$ cat config.mk
export PLATFORM = sky130hd
export DESIGN_NAME = pulsed_motor_drive_controller_top
export DESIGN_NICKNAME = d
export VERILOG_FILES = /design/src/hw/rtl/pmdc_pkg.sv /design/src/hw/rtl/pulsed_motor_drive_controller_top.sv
export SDC_FILE = /design/constraint.sdc
export NUM_CORES = 1
export LEC_CHECK = 0
export ABC_CLOCK_PERIOD_IN_PS = 4800
export BUFFER_PORTS_ARGS = -buffer_cell sky130_fd_sc_hd__buf_2
export CORE_MARGIN = 1
export CORE_UTILIZATION = 45
export CTS_CLUSTER_DIAMETER = 30
export DETAILED_ROUTE_END_ITERATION = 10
export PLACE_DENSITY_LB_ADDON = 0.12
export SLEW_MARGIN = 20
export SYNTH_ARGS = -nofsm -noshare
export SYNTH_HDL_FRONTEND = slang
export SYNTH_SLANG_ARGS = --single-unit
$ cat constraint.sdc
create_clock -name clk -period 4.8 [get_ports clk]
set_clock_uncertainty 0.1 [all_clocks]
set_input_delay 0.24 -clock clk [delete_from_list [all_inputs] [get_ports clk]]
set_output_delay 0.24 -clock clk [all_outputs]
set_load 0.01 [all_outputs]
$ cat src/hw/rtl/pmdc_pkg.sv
`timescale 1ns / 1ps
// Package for the pulsed motor drive controller.
// Command and motion codes, register map and drive constants; no dependencies.
package pmdc_pkg;

	typedef enum logic [2:0] {
		CMD_TICK     = 3'd0,
		CMD_FORWARD  = 3'd1,
		CMD_BACKWARD = 3'd2,
		CMD_LEFT     = 3'd3,
		CMD_RIGHT    = 3'd4,
		CMD_STOP     = 3'd5
	} cmd_t;

	typedef enum logic [2:0] {
		MOT_IDLE     = 3'd0,
		MOT_FORWARD  = 3'd1,
		MOT_BACKWARD = 3'd2,
		MOT_LEFT     = 3'd3,
		MOT_RIGHT    = 3'd4
	} motion_t;

	typedef enum logic [1:0] {
		COMP_NONE  = 2'd0,
		COMP_LEFT  = 2'd1,
		COMP_RIGHT = 2'd2
	} comp_t;

	typedef enum logic [1:0] {
		REG_MOVE_SPEED = 2'd0,
		REG_ROT_SPEED  = 2'd1,
		REG_TOGGLE     = 2'd2,
		REG_CALIB      = 2'd3
	} reg_idx_t;

	localparam logic [7:0] BACK_SLOWDOWN = 8'd40;
	localparam logic [7:0] SIDE_SLOWDOWN = 8'd80;

	localparam logic [7:0] MOVE_SPEED_RST = 8'd130;
	localparam logic [7:0] ROT_SPEED_RST  = 8'd130;
	localparam logic [7:0] TOGGLE_RST     = 8'd5;

	localparam logic [1:0] DIRS_FORWARD  = 2'b10;
	localparam logic [1:0] DIRS_BACKWARD = 2'b01;
	localparam logic [1:0] DIRS_LEFT     = 2'b11;
	localparam logic [1:0] DIRS_RIGHT    = 2'b00;

	function automatic logic [7:0] sat_sub(input logic [7:0] a, input logic [7:0] b);
		sat_sub = (a > b) ? (a - b) : 8'd0;
	endfunction

endpackage

$ cat src/hw/rtl/pulsed_motor_drive_controller_top.sv
`timescale 1ns / 1ps
// Pulsed motor drive controller: one input register stage, then the drive
// state itself serves as the result register. Depends on pmdc_pkg.
// Throughput: one item per cycle unless the output stalls; a single short
// combinational pass feeds the state registers. Reset: drive idle, duties,
// dirs, counters zero, lamp off.
module pulsed_motor_drive_controller_top #(
	parameter int BLINK_TICKS = 100,
	parameter int COUNT_WIDTH = 16
) (
	input  logic        clk,
	input  logic        arst_n,
	input  logic        s_tvalid,
	output logic        s_tready,
	input  logic [7:0]  s_tdata,  // [2:0] command, [4:3] compensation, [5] wiggling
	output logic        m_tvalid,
	input  logic        m_tready,
	output logic [23:0] m_tdata,  // [7:0] left_duty, [15:8] right_duty, [16] dir_one,
	                              // [17] dir_two, [20:18] motion, [21] lamp
	input  logic        psel,
	input  logic        penable,
	input  logic        pwrite,
	input  logic [3:0]  paddr,
	input  logic [31:0] pwdata,
	output logic [31:0] prdata,
	output logic        pready
);

	localparam int BLINK_W = (BLINK_TICKS > 2) ? $clog2(BLINK_TICKS) : 1;
	localparam logic [BLINK_W-1:0] BLINK_LAST = BLINK_W'(BLINK_TICKS - 1);
	localparam logic [COUNT_WIDTH-1:0] COUNT_MAX = {COUNT_WIDTH{1'b1}};

	// configuration
	logic [7:0] move_speed_q;
	logic [7:0] rot_speed_q;
	logic [7:0] toggle_q;
	logic       calib_q;

	// input stage
	logic                valid_s1;
	pmdc_pkg::cmd_t      cmd_s1;
	logic [1:0]          comp_s1;
	logic                wiggle_s1;

	// drive state, also the result
	logic                out_valid_q;
	pmdc_pkg::motion_t   motion_q;
	logic [COUNT_WIDTH-1:0] tick_q;
	logic [BLINK_W-1:0]  blink_q;    // tick_q mod BLINK_TICKS, restarted when tick_q wraps
	logic                phase_q;
	logic                lamp_q;
	logic [7:0]          left_q;
	logic [7:0]          right_q;
	logic [1:0]          dirs_q;

	logic                advance;
	logic                cfg_wr;

	pmdc_pkg::motion_t   motion_nx;
	logic [COUNT_WIDTH-1:0] tick_nx;
	logic [BLINK_W-1:0]  blink_nx;
	logic                phase_nx;
	logic                lamp_nx;
	logic [7:0]          left_nx;
	logic [7:0]          right_nx;
	logic [1:0]          dirs_nx;

	assign advance  = valid_s1 && (!out_valid_q || m_tready);
	assign s_tready = !valid_s1 || advance;
	assign m_tvalid = out_valid_q;
	assign m_tdata  = {2'b00, ~lamp_q, motion_q, dirs_q[1], dirs_q[0], right_q, left_q};

	assign pready = 1'b1;
	assign cfg_wr = psel && penable && pwrite && pready;

	always_comb begin
		unique case (pmdc_pkg::reg_idx_t'(paddr[3:2]))
			pmdc_pkg::REG_MOVE_SPEED: prdata = {24'd0, move_speed_q};
			pmdc_pkg::REG_ROT_SPEED:  prdata = {24'd0, rot_speed_q};
			pmdc_pkg::REG_TOGGLE:     prdata = {24'd0, toggle_q};
			pmdc_pkg::REG_CALIB:      prdata = {31'd0, calib_q};
			default:                  prdata = 32'd0;
		endcase
	end

	always_ff @(posedge clk or negedge arst_n) begin
		if (!arst_n) begin
			move_speed_q <= pmdc_pkg::MOVE_SPEED_RST;
			rot_speed_q  <= pmdc_pkg::ROT_SPEED_RST;
			toggle_q     <= pmdc_pkg::TOGGLE_RST;
			calib_q      <= 1'b1;
		end else if (cfg_wr) begin
			unique case (pmdc_pkg::reg_idx_t'(paddr[3:2]))
				pmdc_pkg::REG_MOVE_SPEED: move_speed_q <= pwdata[7:0];
				pmdc_pkg::REG_ROT_SPEED:  rot_speed_q  <= pwdata[7:0];
				pmdc_pkg::REG_TOGGLE:     toggle_q     <= pwdata[7:0];
				pmdc_pkg::REG_CALIB:      calib_q      <= pwdata[0];
				default: ;
			endcase
		end
	end

	// input register
	always_ff @(posedge clk or negedge arst_n) begin
		if (!arst_n) begin
			valid_s1 <= 1'b0;
		end else if (s_tready) begin
			valid_s1 <= s_tvalid;
		end
	end

	always_ff @(posedge clk) begin
		if (s_tready && s_tvalid) begin
			cmd_s1    <= pmdc_pkg::cmd_t'(s_tdata[2:0]);
			comp_s1   <= s_tdata[4:3];
			wiggle_s1 <= s_tdata[5];
		end
	end

	// next drive state for the item in the input register
	always_comb begin
		logic                   toggle;
		logic [7:0]             sp;
		logic [COUNT_WIDTH-1:0] tick_base;
		logic [BLINK_W-1:0]     blink_base;

		motion_nx = motion_q;
		tick_nx   = tick_q;
		blink_nx  = blink_q;
		phase_nx  = phase_q;
		lamp_nx   = lamp_q;
		left_nx   = left_q;
		right_nx  = right_q;
		dirs_nx   = dirs_q;

		toggle = (motion_q != pmdc_pkg::MOT_IDLE) && !wiggle_s1
			&& (tick_q > COUNT_WIDTH'(toggle_q));
		sp = (motion_q == pmdc_pkg::MOT_BACKWARD)
			? pmdc_pkg::sat_sub(move_speed_q, pmdc_pkg::BACK_SLOWDOWN) : move_speed_q;
		tick_base  = toggle ? '0 : tick_q;
		blink_base = toggle ? '0 : blink_q;

		case (cmd_s1)
			pmdc_pkg::CMD_TICK: begin
				if (toggle) begin
					phase_nx = !phase_q;
					if (phase_q) begin
						case (comp_s1)
							pmdc_pkg::COMP_NONE: begin
								left_nx  = sp;
								right_nx = sp;
							end
							pmdc_pkg::COMP_LEFT: begin
								left_nx  = pmdc_pkg::sat_sub(sp, pmdc_pkg::SIDE_SLOWDOWN);
								right_nx = sp;
							end
							pmdc_pkg::COMP_RIGHT: begin
								left_nx  = sp;
								right_nx = pmdc_pkg::sat_sub(sp, pmdc_pkg::SIDE_SLOWDOWN);
							end
							default: ;  // unknown side: duties hold
						endcase
					end else begin
						left_nx  = 8'd0;
						right_nx = 8'd0;
					end
				end else if (blink_q == '0 && calib_q) begin
					lamp_nx = !lamp_q;
				end
				tick_nx = tick_base + 1'b1;
				// counter wrap restarts the blink phase as well
				if (tick_base == COUNT_MAX || blink_base == BLINK_LAST) begin
					blink_nx = '0;
				end else begin
					blink_nx = blink_base + 1'b1;
				end
			end
			pmdc_pkg::CMD_FORWARD: begin
				left_nx   = move_speed_q;
				right_nx  = move_speed_q;
				dirs_nx   = pmdc_pkg::DIRS_FORWARD;
				motion_nx = pmdc_pkg::MOT_FORWARD;
				tick_nx   = '0;
				blink_nx  = '0;
			end
			pmdc_pkg::CMD_BACKWARD: begin
				left_nx   = pmdc_pkg::sat_sub(move_speed_q, pmdc_pkg::BACK_SLOWDOWN);
				right_nx  = pmdc_pkg::sat_sub(move_speed_q, pmdc_pkg::BACK_SLOWDOWN);
				dirs_nx   = pmdc_pkg::DIRS_BACKWARD;
				motion_nx = pmdc_pkg::MOT_BACKWARD;
				tick_nx   = '0;
				blink_nx  = '0;
			end
			pmdc_pkg::CMD_LEFT: begin
				left_nx   = rot_speed_q;
				right_nx  = rot_speed_q;
				dirs_nx   = pmdc_pkg::DIRS_LEFT;
				motion_nx = pmdc_pkg::MOT_LEFT;
				tick_nx   = '0;
				blink_nx  = '0;
			end
			pmdc_pkg::CMD_RIGHT: begin
				left_nx   = rot_speed_q;
				right_nx  = rot_speed_q;
				dirs_nx   = pmdc_pkg::DIRS_RIGHT;
				motion_nx = pmdc_pkg::MOT_RIGHT;
				tick_nx   = '0;
				blink_nx  = '0;
			end
			pmdc_pkg::CMD_STOP: begin
				left_nx   = 8'd0;
				right_nx  = 8'd0;
				motion_nx = pmdc_pkg::MOT_IDLE;
			end
			default: ;  // unknown command: state shown unchanged
		endcase
	end

	always_ff @(posedge clk or negedge arst_n) begin
		if (!arst_n) begin
			out_valid_q <= 1'b0;
			motion_q    <= pmdc_pkg::MOT_IDLE;
			tick_q      <= '0;
			blink_q     <= '0;
			phase_q     <= 1'b0;
			lamp_q      <= 1'b1;
			left_q      <= 8'd0;
			right_q     <= 8'd0;
			dirs_q      <= 2'b00;
		end else begin
			if (advance) begin
				out_valid_q <= 1'b1;
				motion_q    <= motion_nx;
				tick_q      <= tick_nx;
				blink_q     <= blink_nx;
				phase_q     <= phase_nx;
				lamp_q      <= lamp_nx;
				left_q      <= left_nx;
				right_q     <= right_nx;
				dirs_q      <= dirs_nx;
			end else if (m_tready) begin
				out_valid_q <= 1'b0;
			end
		end
	end

endmodule
==> summary.md <==
| Metric | Value |
|---|---|
| Max Slew Vio Count | `0` |
| Post-detail-place hpwl | `9140 um` |
| Clock Path Buffers | `2` |
| Post-synth EDFFs | `6` |
| Antenna violations before repair | `0` |
| Rel. slew slack | `39.9%` |
| Final setup viols | `0` |
| Die ar. | `11800 um^2` |
| N_diodes | `0` |
| Min-Delay Path Class | `in -> reg` |
| Warnings from Yosys | `0` |
| First-pass GRT wire length | `21000 um` |
| H-tree levels | `3` |
| Iteration-0 DRC Markers | `331` |
| Asr flop ratio synth | `92.4%` |
| Cells after Synth | `553` |
| Final worst-path cycle share | `71.0%` |
| Routed wire length | `12800 um` |
| Vias in the first global route | `3960` |
| Die W | `109 um` |
| Pin count of the biggest net entering global routing | `47` |
| Kind of critical path | `reg -> reg` |
| Area occupied by multi-input gates | `2770 um^2` |
| Sink Count | `79` |
| Core area | `10900 um^2` |
| Die Ht | `109 um` |
| Slowest CP cell | `o41a_1` |
| Worst Slack Setup Final | `1.39 ns` |
| Top cells by area, synth | `dfrtp_1, buf_4, dfstp_2` |
| Final hold slack | `0.0432 ns` |
| Tmin final | `3.41 ns` |
| # DRC | `0` |
| Post-Place Setup Slack | `1.40 ns` |
| Seq. cell area | `2020 um^2` |
| Tightest Pin Transition | `0.901 ns` |
| Worst-path clk slew | `0.06 ns` |
| Final GP Congestion | `0.876` |
| Outcome | `finished clean` |
| Vias per Instance | `5.87` |
| Fill count | `1066` |
| Initial Utilization | `46.7%` |
| Crit path largest cell delay | `0.45 ns` |
| Final core utilization | `52.3%` |
| Post-CTS Repair Setup Buffers | `0` |
| Count of cell types in the netlist | `73` |
| Most frequent cell after synthesis | `dfrtp_1` |
| Power density over the cells | `397 nW/um^2` |
| Resize count post-CTS | `0` |
| Mean area per synthesized cell | `9.24 um^2` |
| Total GRT Usage | `23.4%` |
| Top Ports | `110` |
| DR vias | `4382` |
| Top flip-flop cell by instance count after synthesis | `dfrtp_1` |
| Max VDD drop | `0.000214 V` |
| FF+latch count, synth | `79` |
| CTS root buffer | `clkbuf_16` |
| Share of the synthesized area in the top cell type | `31.8%` |
| Worst-path fanout max | `8` |
| DR WL/cell | `17.2 um` |
| RSZ-0062 raised after global routing | `no` |
| TNS Setup | `0 ns` |
| Fmax | `293 MHz` |
| Crit path capture type | `register` |
| Leakage power | `0.00246 uW` |
| Port-buffer cells | `54` |
| CP Cell Sequence | `ha_1, nor2b_1, o211ai_1, a21oi_1, o41a_1, nor2_1, ha_1, nand4_1, nor2_1, and3_1, nor3_2, or3b_1, a31oi_1` |
| Total grt overflow | `0` |
| Area Growth Syn to Fin | `12.0%` |
| Num rows | `38` |
| Post-synth top cells | `dfrtp_1, nand2_1, o21ai_0` |
| FF-to-FF setup slack | `1.39 ns` |
| Startpoint Class | `register` |
| Share of cells above drive strength 1 | `19.1%` |
| Post-Syn Area | `5110 um^2` |
| Final Hold Viols | `0` |
| Initial DRT Pass Iterations | `5` |
| Nets | `665` |
| CP required | `4.88 ns` |
| Final ANT Viol Nets | `0` |
| Register area share after synthesis | `39.5%` |
| Clock latency on the worst-skew pair | `0.34 ns` |
| Dominant cell type by area after synthesis | `dfrtp_1` |
| Num CTS Buffers | `9` |
| CTS tree | `yes` |
| Arr. time, crit path | `3.49 ns` |
| Max Cap Viol | `0` |
## cells by family (layout without fill, tap and decap cells)
family / after synthesis / after routing / share of synthesized area, %
other: 2 / 27 / 0.147
and+or+nand+nor: 175 / 175 / 17.6
adders and majority gates: 13 / 13 / 3.18
muxes: 34 / 34 / 7.59
xor gates and xnor gates: 5 / 5 / 0.858
AOI/OAI and AO/OA: 169 / 169 / 22.5
DFF: 79 / 79 / 39.5
buffers and inverters: 76 / 104 / 8.62
## layer usage
layer  GRT usage [%]  share of wire, %  vias up
li1                -                 -     2101
met1            34.8                48     2107
met2            34.1                44      157
met3            4.10               6.6       17
met4            8.01               1.6        0
met5               0                 0        -
## worst max-delay path, delay by kind of cell (launching register included)
kind                       cells  cell delay (ns)
adders and majority gates      2             0.57
and+or+nand+nor                7             1.34
AOI/OAI and AO/OA              4             0.81
DFF                            1             0.43
## layout by cell type, fill, tap and decap left out, drive strengths merged, types with 4 or more instances in the layout
| cell | netlist | routed |
|---|---|---|
| nor2 | 27 | 27 |
| and3 | 10 | 10 |
| a22o | 4 | 4 |
| ha | 13 | 13 |
| dfstp | 8 | 8 |
| nand4 | 11 | 11 |
| mux2 | 19 | 19 |
| nand2 | 54 | 54 |
| inv | 20 | 20 |
| a211oi | 15 | 15 |
| a21oi | 24 | 24 |
| nand3 | 16 | 16 |
| and2 | 11 | 11 |
| nor3 | 15 | 15 |
| dlygate4sd3 | 0 | 8 |
| conb | 2 | 27 |
| nor4 | 7 | 7 |
| o31ai | 5 | 5 |
| clkbuf | 16 | 9 |
| edfxtp | 6 | 6 |
| clkinv | 0 | 5 |
| nor2b | 6 | 6 |
| mux2i | 14 | 14 |
| o21ai | 43 | 43 |
| nand2b | 8 | 8 |
| buf | 40 | 60 |
| or3b | 4 | 4 |
| o211ai | 4 | 4 |
| dfrtp | 65 | 65 |
| a31oi | 28 | 28 |
| o31a | 5 | 5 |
## final cells by class
class / instances / share of cell area [%]
clock buffer: 9 / 3.94
tap: 140 / 3.06
multi-input combinational: 423 / 48.4
clock inverter: 7 / 1.12
sequential: 79 / 35.3
timing repair buffer: 68 / 6.91
inverter: 20 / 1.31
## registers in the layout, indices dropped and copies added (netlist names), 3 cells and up
name,flops
right_q,8
toggle_q,8
cmd_s1,3
rot_speed_q,8
move_speed_q,8
left_q,8
motion_q,3
tick_q,16
blink_q,7
## final timing paths
check	startpoint	endpoint	cells after the start
worst max-delay path	tick_q[1]	blink_q[4]	13
worst min-delay path	pwdata[2]	toggle_q[2]	3
worst max register to register	tick_q[1]	blink_q[4]	13
worst min register to register	tick_q[15]	tick_q[15]	1
max in group asynchronous	arst_n	tick_q[12]	3
min in group asynchronous	arst_n	rot_speed_q[5]	2
## through the flow
stage               total power (uW)  cell area (um^2)  cells
finish                          2270              5720    746
global route                    2410              5720    746
CTS                             2280              5720    746
detailed placement              1590              5350    722
global placement                1570              5340    722
floorplan                       1380              5200    578
## repair_timing
| item | 4_1_cts | 5_1_grt |
|---|---|---|
| hold buffers | 8 | 0 |
| hold endpoints to repair | 32 | 0 |
| setup endpoints to repair | 0 | 0 |
## power breakdown
group	total, uW	internal, uW	switching, uW	leakage [uW]
Sequential	924	801	123	0.000968
Combinational	660	278	382	0.00135
Clock	684	398	286	0.000140
Total	2270	1480	791	0.00246
Note: power is estimated with default switching activity, not from simulation.
